File: src/rtl/mpool_pkg.sv
`timescale 1ns / 1ps
`default_nettype none
package mpool_pkg;

  localparam int SAMPLE_W    = 16;
  localparam int MAX_IN_W    = 64;
  localparam int MAX_KERNEL  = 4;
  localparam int MAX_OUT_W   = 32;
  localparam int MAX_IN_H    = 64;
  localparam int MAX_OUT_H   = 32;
  localparam int MAX_CHAN    = 256;
  localparam int RESULT_CAP  = 64;
  localparam int COL_W       = $clog2(MAX_IN_W);
  localparam int KSEL_W      = $clog2(MAX_KERNEL);
  localparam int ADDR_W      = KSEL_W + COL_W;
  localparam int CFG_IDX_W   = 3;
  localparam int CFG_DATA_W  = 9;

  // Register indexes of the configuration port
  localparam logic [CFG_IDX_W-1:0] REG_IN_WIDTH  = 3'd0;
  localparam logic [CFG_IDX_W-1:0] REG_IN_HEIGHT = 3'd1;
  localparam logic [CFG_IDX_W-1:0] REG_OUT_WIDTH = 3'd2;
  localparam logic [CFG_IDX_W-1:0] REG_OUT_HEIGHT = 3'd3;
  localparam logic [CFG_IDX_W-1:0] REG_KERNEL    = 3'd4;
  localparam logic [CFG_IDX_W-1:0] REG_STRIDE    = 3'd5;
  localparam logic [CFG_IDX_W-1:0] REG_PAD       = 3'd6;
  localparam logic [CFG_IDX_W-1:0] REG_CHANNELS  = 3'd7;

  // Clamped geometry seen by the datapath
  typedef struct packed {
    logic [6:0] iw;
    logic [6:0] ih;
    logic [5:0] ow;
    logic [5:0] oh;
    logic [2:0] k;
    logic [2:0] s;
    logic [1:0] p;
    logic [8:0] ch;
  } cfg_t;

  // Row-end request from front to back
  typedef struct packed {
    logic [5:0] r;
    logic       pd;
    logic       lp;
  } cmd_t;

  // Line store write request
  typedef struct packed {
    logic                en;
    logic [ADDR_W-1:0]   addr;
    logic [SAMPLE_W-1:0] data;
  } wr_t;

endpackage
`default_nettype wire

File: src/rtl/mpool_fifo.sv
`timescale 1ns / 1ps
`default_nettype none
module mpool_fifo (
  input  wire logic             clk,
  input  wire logic             rst_n,
  input  wire logic             push,
  input  wire mpool_pkg::cmd_t  din,
  input  wire logic             pop,
  output mpool_pkg::cmd_t       dout,
  output logic                  empty,
  output logic                  full
);

  mpool_pkg::cmd_t mem_r [0:1];
  logic       wp_r, rp_r;
  logic [1:0] cnt_r;

  assign empty = (cnt_r == 2'd0);
  assign full  = (cnt_r == 2'd2);
  assign dout  = mem_r[rp_r];

  // Hold entries
  always_ff @(posedge clk) begin
    if (push && !full) begin
      mem_r[wp_r] <= din;
    end
  end

  // Advance pointers and count
  always_ff @(posedge clk) begin
    if (!rst_n) begin
      wp_r  <= 1'b0;
      rp_r  <= 1'b0;
      cnt_r <= 2'd0;
    end else begin
      if (push && !full) wp_r <= ~wp_r;
      if (pop && !empty) rp_r <= ~rp_r;
      case ({push && !full, pop && !empty})
        2'b10:   cnt_r <= cnt_r + 2'd1;
        2'b01:   cnt_r <= cnt_r - 2'd1;
        default: cnt_r <= cnt_r;
      endcase
    end
  end

endmodule
`default_nettype wire

File: src/rtl/mpool_front.sv
`timescale 1ns / 1ps
`default_nettype none
module mpool_front (
  input  wire logic                           clk,
  input  wire logic                           rst_n,
  input  wire mpool_pkg::cfg_t                cfg,
  input  wire logic                           in_tvalid,
  output logic                                in_tready,
  input  wire logic [mpool_pkg::SAMPLE_W-1:0] in_tdata,
  input  wire logic                           q_empty,
  input  wire logic                           back_idle,
  output mpool_pkg::wr_t                      wr,
  output logic                                push,
  output mpool_pkg::cmd_t                     cmd
);

  logic [5:0] col_r, row_r;
  logic [7:0] plane_r;
  logic       acc, row_done, plane_done, last_plane;

  // Take a sample only when nothing still reads the line store
  assign in_tready = q_empty && back_idle;
  assign acc       = in_tvalid && in_tready;

  assign row_done   = ({1'b0, col_r} + 7'd1) >= cfg.iw;
  assign plane_done = row_done && (({1'b0, row_r} + 7'd1) >= cfg.ih);
  assign last_plane = ({1'b0, plane_r} + 9'd1) >= cfg.ch;

  // Write the sample into its row slot
  assign wr.en   = acc;
  assign wr.addr = {row_r[mpool_pkg::KSEL_W-1:0], col_r};
  assign wr.data = in_tdata;

  // Request window output at each row end
  assign push   = acc && row_done;
  assign cmd.r  = row_r;
  assign cmd.pd = plane_done;
  assign cmd.lp = last_plane;

  // Advance raster position
  always_ff @(posedge clk) begin
    if (!rst_n) begin
      col_r   <= '0;
      row_r   <= '0;
      plane_r <= '0;
    end else if (acc) begin
      if (!row_done) begin
        col_r <= col_r + 6'd1;
      end else begin
        col_r <= '0;
        if (!plane_done) begin
          row_r <= row_r + 6'd1;
        end else begin
          row_r   <= '0;
          plane_r <= last_plane ? 8'd0 : plane_r + 8'd1;
        end
      end
    end
  end

endmodule
`default_nettype wire

File: src/rtl/mpool_back.sv
`timescale 1ns / 1ps
`default_nettype none
module mpool_back (
  input  wire logic                            clk,
  input  wire logic                            rst_n,
  input  wire mpool_pkg::cfg_t                 cfg,
  input  wire mpool_pkg::wr_t                  wr,
  input  wire logic                            cmd_valid,
  input  wire mpool_pkg::cmd_t                 cmd,
  output logic                                 cmd_pop,
  output logic                                 idle,
  output logic                                 out_tvalid,
  input  wire logic                            out_tready,
  output logic [mpool_pkg::SAMPLE_W-1:0]       out_tdata,
  output logic [1:0]                           out_tuser,
  output logic                                 out_tlast
);

  localparam logic [2:0] S_IDLE = 3'd0;
  localparam logic [2:0] S_ROW  = 3'd1;
  localparam logic [2:0] S_WIN  = 3'd2;
  localparam logic [2:0] S_DRN  = 3'd3;
  localparam logic [2:0] S_EMT  = 3'd4;
  localparam logic [2:0] S_FIN  = 3'd5;

  logic [mpool_pkg::SAMPLE_W-1:0] store [0:(1 << mpool_pkg::ADDR_W)-1];

  logic [2:0] state_r;
  mpool_pkg::cmd_t cur_r;
  logic [5:0] orow_r;
  logic [4:0] ox_r;
  logic [6:0] n_r;
  logic [1:0] dy_r, dx_r;
  logic signed [9:0] fy_r;

  logic                                  rd_v_r, first_r, ins_r;
  logic [mpool_pkg::SAMPLE_W-1:0]        mem_q_r;
  logic signed [mpool_pkg::SAMPLE_W-1:0] best_r, v;

  logic                                  pend_v_r, pend_pe_r, pend_le_r;
  logic [mpool_pkg::SAMPLE_W-1:0]        pend_val_r;

  logic                                  out_v_r, out_last_r;
  logic [1:0]                            out_user_r;
  logic [mpool_pkg::SAMPLE_W-1:0]        out_data_r;

  logic [8:0] prod_y;
  logic [7:0] prod_x;
  logic signed [9:0] fy, endy, fx, y, x;
  logic row_go, in_plane, win_last, col_last, can_push, push;
  logic [mpool_pkg::ADDR_W-1:0] rd_addr;
  logic [1:0]                    push_user;
  logic                          push_last;
  logic [mpool_pkg::SAMPLE_W-1:0] push_data;
  logic pe_new;
  logic force_end;

  assign idle    = (state_r == S_IDLE);
  assign cmd_pop = idle && cmd_valid;

  // Window origin for the current output row and column
  assign prod_y = orow_r * cfg.s;
  assign prod_x = ox_r * cfg.s;
  assign fy     = $signed({1'b0, prod_y}) - $signed({8'd0, cfg.p});
  assign endy   = fy + $signed({7'd0, cfg.k}) - 10'sd1;
  assign row_go = (orow_r < cfg.oh)
               && (({1'b0, n_r} + {2'd0, cfg.ow}) <= 8'(mpool_pkg::RESULT_CAP))
               && (cur_r.pd || (endy <= $signed({4'd0, cur_r.r})));

  assign fx = $signed({2'd0, prod_x}) - $signed({8'd0, cfg.p});
  assign y  = fy_r + $signed({8'd0, dy_r});
  assign x  = fx + $signed({8'd0, dx_r});
  assign in_plane = !y[9] && !x[9] && (y < $signed({3'd0, cfg.ih}))
                 && (x < $signed({3'd0, cfg.iw}));
  assign rd_addr  = {y[mpool_pkg::KSEL_W-1:0], x[mpool_pkg::COL_W-1:0]};
  assign win_last = ({1'b0, dy_r} == cfg.k - 3'd1) && ({1'b0, dx_r} == cfg.k - 3'd1);
  assign col_last = ({1'b0, ox_r} + 6'd1) == cfg.ow;
  assign pe_new   = (({1'b0, orow_r} + 7'd1) >= {1'b0, cfg.oh}) && col_last;
  assign force_end = cur_r.pd && (orow_r < cfg.oh);

  assign can_push = !out_v_r || out_tready;
  assign v = ins_r ? $signed(mem_q_r) : '0;

  // Decide what leaves the pending slot
  always_comb begin
    push      = 1'b0;
    push_data = pend_val_r;
    push_user = {pend_le_r, pend_pe_r};
    push_last = 1'b0;
    if (state_r == S_EMT && pend_v_r && can_push) begin
      push = 1'b1;
    end else if (state_r == S_FIN && pend_v_r && can_push) begin
      push      = 1'b1;
      push_last = 1'b1;
      if (force_end) push_user = {cur_r.lp, 1'b1};
    end
  end

  // Line store: one write and one registered read
  always_ff @(posedge clk) begin
    if (wr.en) store[wr.addr] <= wr.data;
    mem_q_r <= store[rd_addr];
  end

  // Fold each read into the running maximum
  always_ff @(posedge clk) begin
    if (rd_v_r && (first_r || v > best_r)) best_r <= v;
  end

  // Sequence rows, windows and taps
  always_ff @(posedge clk) begin
    if (!rst_n) begin
      state_r  <= S_IDLE;
      orow_r   <= '0;
      n_r      <= '0;
      ox_r     <= '0;
      dy_r     <= '0;
      dx_r     <= '0;
      rd_v_r   <= 1'b0;
      pend_v_r <= 1'b0;
    end else begin
      rd_v_r <= 1'b0;
      unique case (state_r)
        S_IDLE: begin
          if (cmd_valid) begin
            cur_r   <= cmd;
            n_r     <= '0;
            state_r <= S_ROW;
          end
        end
        S_ROW: begin
          if (row_go) begin
            fy_r    <= fy;
            ox_r    <= '0;
            dy_r    <= '0;
            dx_r    <= '0;
            state_r <= S_WIN;
          end else begin
            state_r <= S_FIN;
          end
        end
        S_WIN: begin
          rd_v_r  <= 1'b1;
          first_r <= (dy_r == 2'd0) && (dx_r == 2'd0);
          ins_r   <= in_plane;
          if (win_last) begin
            state_r <= S_DRN;
          end else if ({1'b0, dx_r} == cfg.k - 3'd1) begin
            dx_r <= '0;
            dy_r <= dy_r + 2'd1;
          end else begin
            dx_r <= dx_r + 2'd1;
          end
        end
        S_DRN: state_r <= S_EMT;
        S_EMT: begin
          if (!pend_v_r || can_push) begin
            pend_v_r   <= 1'b1;
            pend_val_r <= best_r;
            pend_pe_r  <= pe_new;
            pend_le_r  <= pe_new && cur_r.lp;
            dy_r       <= '0;
            dx_r       <= '0;
            if (col_last) begin
              orow_r  <= orow_r + 6'd1;
              n_r     <= n_r + {1'b0, cfg.ow};
              state_r <= S_ROW;
            end else begin
              ox_r    <= ox_r + 5'd1;
              state_r <= S_WIN;
            end
          end
        end
        S_FIN: begin
          if (!pend_v_r || can_push) begin
            pend_v_r <= 1'b0;
            if (cur_r.pd) orow_r <= '0;
            state_r <= S_IDLE;
          end
        end
        default: state_r <= S_IDLE;
      endcase
    end
  end

  // Output register
  always_ff @(posedge clk) begin
    if (!rst_n) begin
      out_v_r <= 1'b0;
    end else if (push) begin
      out_v_r <= 1'b1;
    end else if (out_tready) begin
      out_v_r <= 1'b0;
    end
  end

  always_ff @(posedge clk) begin
    if (push) begin
      out_data_r <= push_data;
      out_user_r <= push_user;
      out_last_r <= push_last;
    end
  end

  assign out_tvalid = out_v_r;
  assign out_tdata  = out_data_r;
  assign out_tuser  = out_user_r;
  assign out_tlast  = out_last_r;

`ifndef SYNTH
  a_cap: assert property (@(posedge clk) disable iff (!rst_n)
    n_r <= 7'(mpool_pkg::RESULT_CAP))
    else $error("result count beyond cap");
  a_row: assert property (@(posedge clk) disable iff (!rst_n)
    (state_r == S_ROW && row_go) |-> (orow_r < cfg.oh))
    else $error("row started past output height");
  a_wr: assert property (@(posedge clk) disable iff (!rst_n)
    wr.en |-> (state_r == S_IDLE))
    else $error("line store written while windows read");
  a_rd: assert property (@(posedge clk) disable iff (!rst_n)
    rd_v_r |-> ($past(state_r) == S_WIN))
    else $error("tap data without a read");
`endif

endmodule
`default_nettype wire

File: src/rtl/max_pool_2d_stream_top.sv
`timescale 1ns / 1ps
`default_nettype none
// A result waits in a pending slot until the next window is done or the request finishes.
// Throughput: one tap per cycle while a window is read, but a result held by output
// back-pressure stops the windows; input is not taken while any row-end request is
// still queued or being worked off.
// Reset: sync active-low rst_n clears counters, queue, output valid; line store kept.
module max_pool_2d_stream_top (
  input  wire logic        clk,
  input  wire logic        rst_n,
  input  wire logic        in_tvalid,
  output logic             in_tready,
  input  wire logic [15:0] in_tdata,   // [15:0] sample
  output logic             out_tvalid,
  input  wire logic        out_tready,
  output logic [15:0]      out_tdata,  // [15:0] max_value
  output logic [1:0]       out_tuser,  // [0] plane_end, [1] layer_end
  output logic             out_tlast,  // run_end
  input  wire logic        cfg_we,
  input  wire logic [mpool_pkg::CFG_IDX_W-1:0]  cfg_index,
  input  wire logic [mpool_pkg::CFG_DATA_W-1:0] cfg_wdata
);

  logic [6:0] iw_r, ih_r;
  logic [5:0] ow_r, oh_r;
  logic [2:0] k_r, s_r;
  logic [1:0] p_r;
  logic [8:0] ch_r;
  mpool_pkg::cfg_t cfg;
  mpool_pkg::wr_t  wr;
  mpool_pkg::cmd_t cmd_in, cmd_out;
  logic push, pop, q_empty, q_full, back_idle;

  // Register writes
  always_ff @(posedge clk) begin
    if (!rst_n) begin
      iw_r <= 7'd8; ih_r <= 7'd8; ow_r <= 6'd4; oh_r <= 6'd4;
      k_r  <= 3'd2; s_r  <= 3'd2; p_r  <= 2'd0; ch_r <= 9'd1;
    end else if (cfg_we) begin
      unique case (cfg_index)
        mpool_pkg::REG_IN_WIDTH:   iw_r <= cfg_wdata[6:0];
        mpool_pkg::REG_IN_HEIGHT:  ih_r <= cfg_wdata[6:0];
        mpool_pkg::REG_OUT_WIDTH:  ow_r <= cfg_wdata[5:0];
        mpool_pkg::REG_OUT_HEIGHT: oh_r <= cfg_wdata[5:0];
        mpool_pkg::REG_KERNEL:     k_r  <= cfg_wdata[2:0];
        mpool_pkg::REG_STRIDE:     s_r  <= cfg_wdata[2:0];
        mpool_pkg::REG_PAD:        p_r  <= cfg_wdata[1:0];
        mpool_pkg::REG_CHANNELS:   ch_r <= cfg_wdata;
        default: ;
      endcase
    end
  end

  // Clamp registers to the supported geometry (stride only raised from zero, pad passed as is)
  always_comb begin
    cfg.iw = (iw_r == '0) ? 7'd1 : (iw_r > 7'(mpool_pkg::MAX_IN_W)) ? 7'(mpool_pkg::MAX_IN_W) : iw_r;
    cfg.ih = (ih_r == '0) ? 7'd1 : (ih_r > 7'(mpool_pkg::MAX_IN_H)) ? 7'(mpool_pkg::MAX_IN_H) : ih_r;
    cfg.ow = (ow_r == '0) ? 6'd1 : (ow_r > 6'(mpool_pkg::MAX_OUT_W)) ? 6'(mpool_pkg::MAX_OUT_W) : ow_r;
    cfg.oh = (oh_r == '0) ? 6'd1 : (oh_r > 6'(mpool_pkg::MAX_OUT_H)) ? 6'(mpool_pkg::MAX_OUT_H) : oh_r;
    cfg.k  = (k_r == '0) ? 3'd1 : (k_r > 3'(mpool_pkg::MAX_KERNEL)) ? 3'(mpool_pkg::MAX_KERNEL) : k_r;
    cfg.s  = (s_r == '0) ? 3'd1 : s_r;
    cfg.p  = p_r;
    cfg.ch = (ch_r == '0) ? 9'd1 : (ch_r > 9'(mpool_pkg::MAX_CHAN)) ? 9'(mpool_pkg::MAX_CHAN) : ch_r;
  end

  mpool_front u_front (
    .clk       (clk),
    .rst_n     (rst_n),
    .cfg       (cfg),
    .in_tvalid (in_tvalid),
    .in_tready (in_tready),
    .in_tdata  (in_tdata),
    .q_empty   (q_empty),
    .back_idle (back_idle),
    .wr        (wr),
    .push      (push),
    .cmd       (cmd_in)
  );

  mpool_fifo u_fifo (
    .clk   (clk),
    .rst_n (rst_n),
    .push  (push),
    .din   (cmd_in),
    .pop   (pop),
    .dout  (cmd_out),
    .empty (q_empty),
    .full  (q_full)
  );

  mpool_back u_back (
    .clk        (clk),
    .rst_n      (rst_n),
    .cfg        (cfg),
    .wr         (wr),
    .cmd_valid  (!q_empty),
    .cmd        (cmd_out),
    .cmd_pop    (pop),
    .idle       (back_idle),
    .out_tvalid (out_tvalid),
    .out_tready (out_tready),
    .out_tdata  (out_tdata),
    .out_tuser  (out_tuser),
    .out_tlast  (out_tlast)
  );

`ifndef SYNTH
  a_qfull: assert property (@(posedge clk) disable iff (!rst_n)
    push |-> !q_full)
    else $error("request queue overflow");
`endif

endmodule
`default_nettype wire

File: config.mk
export PLATFORM = sky130hd
export DESIGN_NAME = max_pool_2d_stream_top
export DESIGN_NICKNAME = d
export VERILOG_FILES = /design/src/rtl/mpool_pkg.sv /design/src/rtl/mpool_fifo.sv /design/src/rtl/mpool_front.sv /design/src/rtl/mpool_back.sv /design/src/rtl/max_pool_2d_stream_top.sv
export SDC_FILE = /design/constraint.sdc
export NUM_CORES = 2
export LEC_CHECK = 0
export BUFFER_PORTS_ARGS = -buffer_cell sky130_fd_sc_hd__buf_2
export CORE_UTILIZATION = 55
export DETAILED_ROUTE_END_ITERATION = 12
export PLACE_DENSITY = 0.78
export SYNTH_ARGS = -nofsm -noshare
export SYNTH_HDL_FRONTEND = slang
export SYNTH_MEMORY_MAX_BITS = 65536
export SYNTH_SLANG_ARGS = --single-unit
export TNS_END_PERCENT = 10
File: constraint.sdc
create_clock -name clk -period 14.1 [get_ports clk]
set_input_delay 0.705 -clock clk [delete_from_list [all_inputs] [get_ports clk]]
set_output_delay 0.705 -clock clk [all_outputs]
set_load 0.01 [all_outputs]
==> out/results.tsv <==
metric	value	unit
Worst Hold Launch	cfg_wdata[6]	
failing checks	max-capacitance violations, max-slew violations	
clock sink total	4296	
Final Hold Fails	0	
layout cells sized above 1	0.215	
placed insts	13050	
crit path kind	flip-flop to flip-flop	
post-CTS setup buffer count	0	
Synth area leaders	edfxtp_1, mux4_2, nand2_1	
Max clock buf depth	4	
Async SR Flop Fraction	0	
register area	128000	sq um
worst reg2reg path startpoint	s_r[2]	
pin count of the biggest net entering global routing	162	
Layout Skew	0.0719	ns
Routed Wire Length	447000	microns
num rows	203	
detailed-route via count	92614	
CP Capture Type	flip-flop	
Max-Cap Viols	1	
Die X	558	microns
initial antenna violation count	29	
Synth area leader	edfxtp_1	
GPL Wtd Cong	0.891	
core box area	307000	sq um
Multi-input gate area	40000	sq um
fin area	190000	sq um
Placement Cell Area	177000	sq um
Rel. slew slack	-0.0618	
critical path arrival	9.00	ns
die footprint	312000	sq um
Mean Syn Cell Area	18.8	sq um
Synth Instances	9066	
max frequency	123	MHz
Reg2Reg Depth	16	
HP Class	primary input to flip-flop	
clock latency on the worst-skew pair	1.00	ns
first-pass GRT wire length	640000	microns
top cell type's share of synthesized area	0.739	
Worst Path Max Fanout	103	
Critical Path RT	14.99	ns
min cycle time layout	8.11	ns
dominant synthesized flop cell	edfxtp_1	
leakage	61.3	nW
Worst R2R Setup Slack	5.99	ns
fin. max-slew vios	3	
Worst IR Drop VDD	137	uV
final net count	9550	
final-layout fill cell count	19958	
run status	finished, violations left	
PD cells	154	nW/um^2
register area share after synthesis	0.752	
# resized after CTS	0	
GRT overflow	0	
Crit Reg-Reg Endpoint	u_back.mem_q_r[10]	
Worst Hold Path EP	iw_r[6]	
TritonCTS Buffers	412	
syn_nets	9249	
setup violators final	0	
number of synthesized flops with an enable pin	4185	
Worst-Margin Slew	1.58	ns
post-synth cell types	74	
clk root buf	clkbuf_16	
commonest cells after routing, fill and taps aside	edfxtp_1, nand2_1, mux4_2	
fin cells	13832	
Post-Syn Area	170000	sq um
IO Count	54	
drt drc	0	
DP Wirelength	248000	microns
Post-DRT Antenna Nets	0	
PortBufs	53	
starting density of the core	0.555	
number of global-route vias before repair	91807	
Syn-to-layout area delta	11.8	%
final worst-path cycle share	0.576	
Routed WL per cell	32.3	microns
TNS Setup	0	ns
flops & latches, synth	4296	
DR vias/cell	6.70	
synth warn	0	
CP startpoint kind	flip-flop	
Max H-tree Level	5	
clock transition at the registers of the reported paths	0.07	ns
DR pass1 iterations	8	
die height	558	microns
hold-critical path depth	3	
Initial DRC Count	14133	
Total GRT Usage	0.286	
commonest non-fill, non-tap cell in the layout	edfxtp_1	
CTS tree	built	
fin util	0.620	
RSZ-0062 raised after global routing	false	
-- metal layers --
metal  global-route usage  vias to the layer above  share of wire
li1                     -                    36659              -
met1                0.380                    47238           0.35
met2                0.448                     7463           0.47
met3               0.0682                     1236           0.13
met4                0.137                       18          0.054
met5                    0                        -        0.00026
-- synth_stat cells, drive strengths merged (10+ instances only) --
| library cell | number |
|---|---|
| xnor2 | 42 |
| nand2b | 14 |
| a21oi | 232 |
| mux4 | 1040 |
| nand3 | 250 |
| dfxtp | 111 |
| ha | 135 |
| inv | 101 |
| xor2 | 26 |
| nor2 | 312 |
| a21boi | 31 |
| and3 | 138 |
| mux2 | 10 |
| nand2 | 1315 |
| and2 | 45 |
| nor3 | 16 |
| clkbuf | 334 |
| o21a | 17 |
| nor2b | 47 |
| o21ai | 173 |
| mux2i | 27 |
| a31oi | 68 |
| nand4 | 16 |
| buf | 177 |
| edfxtp | 4185 |
| a21o | 28 |
| a311oi | 65 |
| fa | 15 |
-- where the power goes --
| group | switching [mW] | internal (mW) | total (mW) | leakage (nW) |
|---|---|---|---|---|
| clock network | 4.87 | 6.15 | 11.0 | 6.51 |
| logic | 2.80 | 1.24 | 4.05 | 16.2 |
| registers | 0.0798 | 14.1 | 14.2 | 38.5 |
-- layout make-up --
type	instances	share of cell area
flip-flops and latches	4296	0.672
multi-input cells	4157	0.210
clock buffers	514	0.0564
well taps	4100	0.0270
repair buffers	398	0.0172
clock inverters	248	0.0145
inverters	102	0.00208
diodes	17	0.000224
-- worst max-delay path, stage by stage (launching register included) --
cell and delay (ns):
dfxtp_1 0.45, o21bai_1 0.64, and2_1 0.25, fa_1 0.43, ha_1 0.24, fa_1 0.72
xor2_4 0.26, buf_4 0.74, buf_4 0.72, buf_12 0.51, buf_4 0.54, nand2_1 0.09
and3_1 0.21, a31oi_1 0.51, a21oi_1 0.31, o21ai_0 0.83, mux4_2 0.38
-- kinds of logic after synthesis --
group	after synthesis	share of synthesized area
buffers and inverters	613	0.0144
xor gates and xnor gates	68	0.00350
DFF	4296	0.752
and+or+nand+nor	2189	0.0549
muxes	1077	0.140
AOI/OAI and AO/OA	673	0.0240
adders and majority gates	150	0.0117
-- sequential cells by signal, indices dropped and copies added (netlist names), 9 cells and up --
| name | flops |
|---|---|
| u_back.store | 4096 |
| u_back.best_r | 16 |
| u_back.pend_val_r | 16 |
| u_back.mem_q_r | 16 |
| ch_r | 9 |
| u_back.fy_r | 10 |
| u_back.out_tdata | 16 |
| u_fifo.mem_r | 16 |
-- stage by stage --
| step | total power, mW | hold WS, ns | setup slack [ns] |
|---|---|---|---|
| final | 29.2 | 0.0809 | 5.99 |
| after global routing | 29.9 | 0.0762 | 5.88 |
| after CTS | 29.2 | 0.0327 | 6.19 |
| after detailed placement | 18.3 | 0.405 | 6.20 |
| after global placement | 18.2 | 0.408 | 5.91 |
| after floorplan | 16.5 | 0.400 | 8.60 |
-- repair_timing --
item,CTS,global route
hold endpoints to repair,2,0
hold buffers,2,0
setup endpoints to repair,0,0
-- how the worst max path moves through the flow --
stage,from,end,slack [ns]
4_1_cts,s_r[2],u_back.mem_q_r[10],6.19
3_5_place_dp,s_r[2],u_back.mem_q_r[10],6.20
3_3_place_gp,s_r[2],u_back.mem_q_r[3],5.91
5_1_grt,s_r[2],u_back.mem_q_r[10],5.88
6_report,s_r[2],u_back.mem_q_r[10],5.99
2_1_floorplan,s_r[2],u_back.fy_r[0],8.60
No activity file was read; power rests on OpenSTA's default activity.
